[src/design/pixel_hit_energy_calibrator_assert.svh]
// Assertion macros used by the calibrator back end.
`ifndef PIXEL_HIT_ENERGY_CALIBRATOR_ASSERT_SVH
`define PIXEL_HIT_ENERGY_CALIBRATOR_ASSERT_SVH

// Check that a condition holds at every clock edge outside reset.
`define PHEC_ASSERT_NOW(lbl, cond, msg) \
   lbl: assert property (@(posedge clock) disable iff (reset) (cond)) else $error(msg);

// Check that a consequence holds in the same cycle as its trigger.
`define PHEC_ASSERT_IMPL(lbl, pre, post, msg) \
   lbl: assert property (@(posedge clock) disable iff (reset) (pre) |-> (post)) else $error(msg);

`endif

[src/design/phec_pkg.sv]
// Types, constants and helper functions of the hit energy calibrator.
package phec_pkg;

   localparam int PIX_BITS        = 8;
   localparam int PIXELS_PER_SIDE = 1 << PIX_BITS;
   localparam int ADDR_W          = 2 * PIX_BITS;
   localparam int COEF_W          = 32;
   localparam int FRAC_BITS       = 8;
   localparam int PITCH_UM        = 55;
   localparam int TOT_W           = 10;
   localparam int TOA_W           = 40;
   localparam int FTOA_W          = 4;
   localparam int TIME_W          = 52;
   localparam int X_W             = 16;
   localparam int Y_W             = 14;
   localparam int ENERGY_W        = 24;
   localparam int EVENT_W         = 32;

   // divider operand widths
   localparam int NUM_W = 66;
   localparam int DEN_W = 43;
   localparam int CNT_W = $clog2(NUM_W + 1);

   // square root working width
   localparam int SQ_W = 63;

   localparam int QUEUE_DEPTH = 2;
   localparam int QPTR_W      = 1;

   localparam int CSR_ADDR_W  = 3;
   localparam int CSR_DATA_W  = 32;
   localparam logic [CSR_ADDR_W-1:0] CSR_CONVERT_ADDR = 3'd0;

   localparam logic OP_LOAD = 1'b0;
   localparam logic OP_HIT  = 1'b1;

   localparam logic [1:0] COEF_A = 2'd0;
   localparam logic [1:0] COEF_B = 2'd1;
   localparam logic [1:0] COEF_C = 2'd2;
   localparam logic [1:0] COEF_T = 2'd3;

   localparam logic [PIX_BITS-1:0] PIX_LAST = PIX_BITS'(PIXELS_PER_SIDE - 1);

   localparam logic signed [NUM_W:0] P_LIMIT = (NUM_W + 1)'(64'sd1 <<< 30);
   localparam logic signed [NUM_W:0] Q_LIMIT = (NUM_W + 1)'(64'sd1 <<< 61);
   localparam logic [ENERGY_W-1:0] ENERGY_MAX = {ENERGY_W{1'b1}};

   localparam int DET_LEN = PIXELS_PER_SIDE * PITCH_UM;

   typedef enum logic [3:0] {
      ST_IDLE,
      ST_MUL,
      ST_PREP,
      ST_DIV,
      ST_SQUARE,
      ST_DIFF,
      ST_ROOT,
      ST_CLAMP,
      ST_DONE
   } back_state_type;

   typedef struct packed {
      logic [EVENT_W-1:0]        event_id;
      logic [TIME_W-1:0]         hit_time;
      logic [X_W-1:0]            x_pos;
      logic [Y_W-1:0]            y_pos;
      logic [TOT_W-1:0]          tot;
      logic signed [COEF_W-1:0]  coef_a;
      logic signed [COEF_W-1:0]  coef_b;
      logic signed [COEF_W-1:0]  coef_c;
      logic signed [COEF_W-1:0]  coef_t;
   } hit_entry_type;

   function automatic logic [X_W-1:0] det_offset(input logic [1:0] det);
      logic [X_W-1:0] off;
      case (det)
         2'd0: begin
            off = '0;
         end
         2'd1: begin
            off = X_W'(DET_LEN + 1000);
         end
         2'd2: begin
            off = X_W'(2 * DET_LEN + 6000);
         end
         default: begin
            off = X_W'(3 * DET_LEN + 7000);
         end
      endcase
      return off;
   endfunction

endpackage

[src/design/phec_queue.sv]
// Short queue of hit entries between front and back end.
module phec_queue (
   input  logic                     clock,
   input  logic                     reset,
   input  logic                     push,
   input  phec_pkg::hit_entry_type  push_entry,
   output logic                     full,
   input  logic                     pop,
   output phec_pkg::hit_entry_type  pop_entry,
   output logic                     empty
);
   import phec_pkg::*;

   hit_entry_type         slot_ff [QUEUE_DEPTH];
   logic [QPTR_W-1:0]     wr_ptr_ff, wr_ptr_in;
   logic [QPTR_W-1:0]     rd_ptr_ff, rd_ptr_in;
   logic [QPTR_W:0]       count_ff, count_in;
   logic                  do_push, do_pop;

   assign full      = (count_ff == (QPTR_W + 1)'(QUEUE_DEPTH));
   assign empty     = (count_ff == '0);
   assign do_push   = push && !full;
   assign do_pop    = pop && !empty;
   assign pop_entry = slot_ff[rd_ptr_ff];

   always_comb begin
      wr_ptr_in = do_push ? wr_ptr_ff + 1'b1 : wr_ptr_ff;
      rd_ptr_in = do_pop ? rd_ptr_ff + 1'b1 : rd_ptr_ff;
      count_in  = count_ff + (QPTR_W + 1)'(do_push) - (QPTR_W + 1)'(do_pop);
   end

   always_ff @(posedge clock) begin
      if (reset) begin
         wr_ptr_ff <= '0;
         rd_ptr_ff <= '0;
         count_ff  <= '0;
      end else begin
         wr_ptr_ff <= wr_ptr_in;
         rd_ptr_ff <= rd_ptr_in;
         count_ff  <= count_in;
      end
   end

   always_ff @(posedge clock) begin
      if (do_push) begin
         slot_ff[wr_ptr_ff] <= push_entry;
      end
   end

endmodule

[config.mk]
export PLATFORM = sky130hd
export DESIGN_NAME = phec_queue
export DESIGN_NICKNAME = d
export VERILOG_FILES = /design/src/design/pixel_hit_energy_calibrator_assert.svh /design/src/design/phec_pkg.sv /design/src/design/phec_queue.sv
export SDC_FILE = /design/constraint.sdc
export NUM_CORES = 1
export LEC_CHECK = 0
export ABC_AREA = 1
export ABC_CLOCK_PERIOD_IN_PS = 38700
export BUFFER_PORTS_ARGS = -buffer_cell sky130_fd_sc_hd__buf_2
export CORE_ASPECT_RATIO = 0.8
export CORE_MARGIN = 1
export CORE_UTILIZATION = 45
export CTS_CLUSTER_DIAMETER = 30
export DETAILED_ROUTE_END_ITERATION = 6
export GPL_ROUTABILITY_DRIVEN = 0
export PLACE_DENSITY = 0.7
export SYNTH_ARGS = -nofsm -noshare
export SYNTH_HDL_FRONTEND = slang
export SYNTH_SLANG_ARGS = --single-unit
[constraint.sdc]
create_clock -name clock -period 38.7 [get_ports clock]
set_clock_uncertainty 0.1 [all_clocks]
set_input_delay 3.87 -clock clock [delete_from_list [all_inputs] [get_ports clock]]
set_output_delay 3.87 -clock clock [all_outputs]
set_load 0.05 [all_outputs]
# == Yosys cells after proc, flatten, opt, wreduce, memory -nomap -nowiden ==
# Memories as Yosys holds them, arrays and structs flattened. A register that Yosys moved wholly into a read port is not among the register bits.
# Index checks and enable logic that the tools add are counted.
# totals
regBits,4
elab_cells,18
mem_bits_rw,504
input_bits,256
out_inout_bits,254
mem_count,1
# mem_list
name,depth,width,rd,rd_ports_with_merged_regs,wr,line_no,source
slot_ff,2,252,1,1,1,phec_queue.sv:14,hit_entry_type slot_ff [QUEUE_DEPTH];
# op_classes
muxes,4
reduce_logical,5
eq_ne,1
n_addsub,4
# op_table
cell,count
$mux W1,4
$add A1 B1 Y1 const B,2
$add A2 B1 Y2,1
$eq A2 B2 Y1 const B,1
$logic_and A1 B1 Y1,2
$logic_not A1 Y1,2
$logic_not A2 Y1,1
$sub A2 B1 Y2,1

# == Longest topological paths before layout ==
# Gate-level depths: netlist of run 1.
# depth
word_depth,5
ltp_mapped,11
ltp_nobuf,11

# == Worst setup path after synthesis of run 1 ==
# Ideal clock, no wire load.
# synth_path
kind,input port to flip-flop
startpoint,in push
endpoint,mem slot_ff[0][0] (netlist name) (enable)
stages,2
path_buffers,0
t_arrival_ns,14.378
setup_time_ns,0.868
path_slack_ns,23.353
t_required_ns,37.732
path_cell_list,nand2_1 -> nor2_1
# synth_between
elab_chain_len,3
# synth_rtl
item,line_no,source
from (decl),phec_queue.sv:5,"input logic push,"
$logic_and A1 B1 Y1,phec_queue.sv:22,assign do_push = push && !full;
$mux W1,phec_queue.sv:45,if (do_push) begin
$mux W1 (not written as such),phec_queue.sv:46,slot_ff[wr_ptr_ff] <= push_entry;
to (decl),phec_queue.sv:14,
# Every way passes these cells.

==> results of run 1 <==
-- through the flow --
stage	hold slack, ps	cells
CTS	421	2018
global placement	380	1857
detailed placement	410	1857
floorplan	367	823
finish	423	2027
global route	465	2025
-- cell type report --
type	instances	area, um^2	area share, %
tap	544	681	2.76
clock buffer	97	2260	9.14
inverter	10	45.0	0.182
sequential	509	15200	61.7
multi-input combinational	276	2960	12.0
clock inverter	64	870	3.52
antenna	9	22.5	0.0912
timing repair buffer	518	2620	10.6
-- worst reg2reg max path: cells and delay by family, from the launching register on --
kind | cells | cell delay, ps
DFF | 1 | 350
buffers and inverters | 3 | 1690
and+or+nand+nor | 2 | 330
-- registers in the layout (all words and copies together), names as in the netlist, named ones only --
signal / flops
slot_ff: 504
count_ff: 2
rd_ptr_ff: 1
wr_ptr_ff: 1
-- power groups by stage --
stage / logic (mW) / registers [mW] / clock network [mW]
2_1_floorplan: 0.467 / 0.752 / 0
3_3_place_gp: 0.579 / 0.735 / 0
3_5_place_dp: 0.584 / 0.737 / 0
4_1_cts: 0.588 / 0.728 / 0.816
5_1_grt: 0.607 / 0.733 / 0.839
6_report: 0.583 / 0.727 / 0.803
-- Yosys cell counts (all sizes together) --
| cell | count | share of area [%] |
|---|---|---|
| nor2 | 9 | 0.18 |
| nand2 | 8 | 0.16 |
| mux2 | 252 | 15 |
| edfxtp | 504 | 82 |
| a21oi | 2 | 0.054 |
| inv | 10 | 0.20 |
| dfxtp | 5 | 0.54 |
| buf | 28 | 1.5 |
| nand3 | 3 | 0.081 |
| ha | 2 | 0.14 |
-- worst paths after layout --
check	endpoint	depth (start not counted)	from
worst max-delay path	pop_entry[181]	4	flop
worst min-delay path	rd_ptr_ff	2	rd_ptr_ff
worst max register to register	slot_ff[1][197]	5	count_ff[0]
worst min register to register	rd_ptr_ff	2	rd_ptr_ff
-- cells by family after synthesis --
logic type / after synthesis
muxes: 252
buffers and inverters: 38
DFF: 509
adders and majority gates: 2
and+or+nand+nor: 20
AOI/OAI and AO/OA: 2
-- routing by layer --
metal / track usage [%] / part of all wire (%) / wire length [um]
met1: 23.2 / 39 / 16300
met3: 8.32 / 9.5 / 3950
met5: 0 / 0.084 / 35
met4: 8.24 / 2.5 / 1060
met2: 31.0 / 49 / 20300
==> results_dict.tcl, run 1 <==
set metrics [dict create \
    status "complete, no violations" \
    detail_route.first_pass.iterations 4 \
    power.leakage_nw 9.33 \
    ys.warnings.count 0 \
    post_cts_resized 0 \
    place_area_um2 21500 \
    arrival_ps 3750 \
    insertion_delay_ps 610 \
    io_pins 510 \
    vdd_drop_max_mv 0.0804 \
    final_area_um2 24700 \
    synth_compound_area_share_pct 0.0541 \
    synth_fa_ha_area_share_pct 0.135 \
    wl_per_cell_um 20.6 \
    grt_max_degree 114 \
    crit_path_start_kind "flop" \
    p_switching_mw 0.724 \
    synthesis.area_um2 18500 \
    setup_viol 0 \
    yosys.area_share.simple_pct 0.426 \
    total_power_mw 2.11 \
    worstPathMaxFanout 76 \
    synth_top_family_by_area "multiplexers" \
    grt_overflow 0 \
    holdCritPathClass "reg2reg" \
    synthesis.instances 823 \
    ys_ff_latch 509 \
    grt_pass1_vias 10200 \
    p_per_area_nw_per_um2 85.6 \
    design.die.area_um2 41900 \
    cp_top_family "buffers and inverters" \
    final_common_cell "buf_2" \
    hpwl_mm 27.5 \
    nNetsFinal 1660 \
    vias 9970 \
    cts_setup_buffers 0 \
    required_ps 34730 \
    p_int_mw 1.39 \
    syn_avg_cell_area_um2 22.5 \
    fin_ws_ps 30980 \
    drt_wl_total_mm 41.7 \
    cts_buffers 87 \
    slowest_delay_ps 860 \
    rsz0062_at_grt "false" \
    cts_hold_buf 0 \
    cp_slowest_cell "buf_4" \
    numClockSinks 509 \
    seq_power_share_pct 34.4 \
    viasPerCell 4.92 \
    cp_num_buf_inv 3 \
    path_cells "buf_4 -> buf_4 -> mux2_2 -> buf_2" \
    period_minus_slack_ps 7720 \
    layout_common_cells "buf_2, edfxtp_1, mux2_2" \
    syn_nets 1081 \
    worstMarginPinSlew_ps 1020 \
    drive_gt1_share_pct 62.3 \
    end_kind "output port" \
    area_delta_synth_final_pct 33.5 \
    root_buffer "clkbuf_16" \
    synthMuxAreaShare_pct 15.3 \
    crit_top_cell "buf_4" \
    antenna_found_initial 15 \
    track_usage_pct 19.4 \
    fill_cells 2884 \
    fin_crit_sh_pct 19.9 \
    p_comb_share_pct 27.6 \
    drv_cap 0 \
    cts.clk_slew.worst_paths_ps 50 \
    criticalPathCategory "reg2out" \
    drt_iter0_drc 594 \
    io_buffers 509 \
    relSlewSlack_pct 32.1 \
    initial_utilization_pct 45.6 \
    pre_cts_ws_ps 31600 \
    timing.fmax_mhz 130 \
    p_sw_share_pct 34.3 \
    clk_path_buf_depth 3 \
    drv_slew 0 \
    drc 0 \
    core_um2 40500 \
    synth-seq-area-share_pct 82.4 \
    p_clk_share_pct 38.0 \
    ant_nets 0 \
    num_rows 66 \
    die_h_um 183 \
    tns_ps 0 \
    postLayoutCoreUtil_pct 60.9 \
    r2r_setup_slack_ps 35780 \
    htree_levels 3 \
    grt_pass1_wl_mm 60.4 \
    cts_tree "built" \
    synth.distinct_cells 11 \
    final-hold-violation-count 0 \
    dieWidth_um 229 \
    yosys.area_share.xor_xnor_pct 0 \
]
No activity file was read; power rests on OpenSTA's default activity.
==> run 2: changes to the inputs <==
--- a/config.mk
+++ b/config.mk
@@ -6,7 +6,7 @@
 export NUM_CORES = 1
 export LEC_CHECK = 0
 export ABC_AREA = 1
-export ABC_CLOCK_PERIOD_IN_PS = 38700
+export ABC_CLOCK_PERIOD_IN_PS = 6800
 export BUFFER_PORTS_ARGS = -buffer_cell sky130_fd_sc_hd__buf_2
 export CORE_ASPECT_RATIO = 0.8
 export CORE_MARGIN = 1
@@ -14,7 +14,7 @@
 export CTS_CLUSTER_DIAMETER = 30
 export DETAILED_ROUTE_END_ITERATION = 6
 export GPL_ROUTABILITY_DRIVEN = 0
-export PLACE_DENSITY = 0.7
+export PLACE_DENSITY = 0.73
 export SYNTH_ARGS = -nofsm -noshare
 export SYNTH_HDL_FRONTEND = slang
 export SYNTH_SLANG_ARGS = --single-unit
==> constraint.sdc (replaced) <==
create_clock -name clock -period 6.8 [get_ports clock]
set_clock_uncertainty 0.1 [all_clocks]
set_input_delay 0.68 -clock clock [delete_from_list [all_inputs] [get_ports clock]]
set_output_delay 0.68 -clock clock [all_outputs]
set_load 0.05 [all_outputs]
==> results_dict.tcl, run 2 (synthesized netlist as in run 1, its figures left out) <==
set metrics [dict create \
    cts_buffers 82 \
    hold_depth 2 \
    ant_nets 0 \
    layout_common_cells "buf_2, edfxtp_1, mux2_2" \
    required_ps 6020 \
    grt_pass1_wl_mm 61.5 \
    hold-path-endpoint "count_ff[0]" \
    postLayoutCoreUtil_pct 60.5 \
    detail_route.first_pass.iterations 4 \
    dp.cells 1855 \
    cts_hold_buf 0 \
    relSlewSlack_pct 20.3 \
    numClockSinks 509 \
    seq_power_share_pct 35.1 \
    rsz0062_at_grt "false" \
    drive_gt1_share_pct 62.3 \
    initial_utilization_pct 45.6 \
    p_clk_share_pct 36.9 \
    track_usage_pct 19.8 \
    antenna_found_initial 13 \
    top_register "slot_ff" \
    nNetsFinal 1653 \
    vdd_drop_max_mv 0.392 \
    status "complete, no violations" \
    tns_ps 0 \
    die_h_um 183 \
    insertion_delay_ps 600 \
    arrival_ps 3020 \
    p_sw_share_pct 34.7 \
    dieWidth_um 229 \
    reg2regPathDepth 5 \
    holdCritPathClass "in2reg" \
    final_cells 2016 \
    drv_slew 0 \
    viasPerCell 4.90 \
    htree_levels 3 \
    grt_max_degree 172 \
    end_kind "output port" \
    regToRegEndpoint "slot_ff[1][6]" \
    total_power_mw 11.8 \
    grt_overflow 0 \
    fin_crit_sh_pct 55.9 \
    clk_path_buf_depth 3 \
    crit_path_start_kind "flop" \
    io_pins 510 \
    cts_tree "built" \
    worstMarginPinSlew_ps 1200 \
    p_comb_share_pct 28.0 \
    post_cts_resized 0 \
    timing.fmax_mhz 263 \
    hpwl_mm 27.1 \
    num_rows 66 \
    cts_setup_buffers 0 \
    p_int_mw 7.71 \
    worstPathMaxFanout 66 \
    area_delta_synth_final_pct 32.6 \
    core_um2 40500 \
    biggestRegsByFlops "slot_ff x504, count_ff x2" \
    r2r_setup_slack_ps 3810 \
    largest_reg_flops 504 \
    rr_startpoint "count_ff[0]" \
    grt_pass1_vias 10400 \
    design.die.area_um2 41900 \
    root_buffer "clkbuf_16" \
    criticalPathCategory "reg2out" \
    drc 0 \
    final_common_cell "buf_2" \
    vias 9880 \
    period_minus_slack_ps 3800 \
    cts.clk_slew.worst_paths_ps 50 \
    drv_cap 0 \
    drt_wl_total_mm 42.1 \
    drt_iter0_drc 512 \
    io_buffers 509 \
    p_switching_mw 4.11 \
    min_from "reset" \
    fin_hold_ws_ps 156 \
    p_per_area_nw_per_um2 482 \
    final-hold-violation-count 0 \
    wl_per_cell_um 20.9 \
    setup_viol 0 \
    power.leakage_nw 9.24 \
]
run 2: changes by cell type in the layout (fill, tap and decap cells not counted), sizes merged:
cell      before  now
buf          518  516
clkbuf        97   92
inv           21   27
bufinv        17   15
clkinv        26   19
clkinvlp      10    9
run 2: power by group through the flow:
stage	Combinational, mW	Sequential (mW)	Clock (mW)
after floorplan	2.66	4.18	0
after global placement	3.29	4.18	0
after detailed placement	3.32	4.20	0
after CTS	3.34	4.15	4.44
after global routing	3.44	4.18	4.57
final	3.31	4.15	4.37
run 2: final cells by class:
cell class	instances	area, um^2
Tap cell	544	681
Antenna cell	9	22.5
Fill cell	2908	16000
Clock buffer	92	2130
Inverter	10	45.0
Timing Repair Buffer	516	2630
Multi-Input combinational cell	276	2960
Sequential cell	509	15200
Clock inverter	60	813
run 2: worst max path at each step:
stage	startpoint	end	slack, ps	depth (start not counted)
after floorplan	push	slot_ff[1][0]	450	2
after global placement	push	slot_ff[1][250]	3590	4
after detailed placement	push	slot_ff[1][249]	3560	4
after CTS	flop	pop_entry[220]	2960	3
after global routing	flop	pop_entry[239]	2850	3
final	flop	pop_entry[220]	3000	3
run 2: metrics by stage:
stage | worst slack [ps] | area, um^2
floorplan | 452 | 18500
global route | 2850 | 24500
global placement | 3590 | 21500
CTS | 2960 | 24500
finish | 3000 | 24500
detailed placement | 3560 | 21500
run 2: routing by layer:
metal  up-vias  part of all wire (%)  global-route usage [%]
met5         -                  0.18                       0
met4        10                   2.1                    8.16
met3        80                   9.8                    9.19
met2       437                    51                    32.9
met1      4884                    37                    21.9
li1       4469                     -                       -
run 2: worst max-delay path, stage by stage (launching register included):
cell	delay (ps)
dfxtp_4	850
buf_4	800
mux2_2	430
buf_2	210
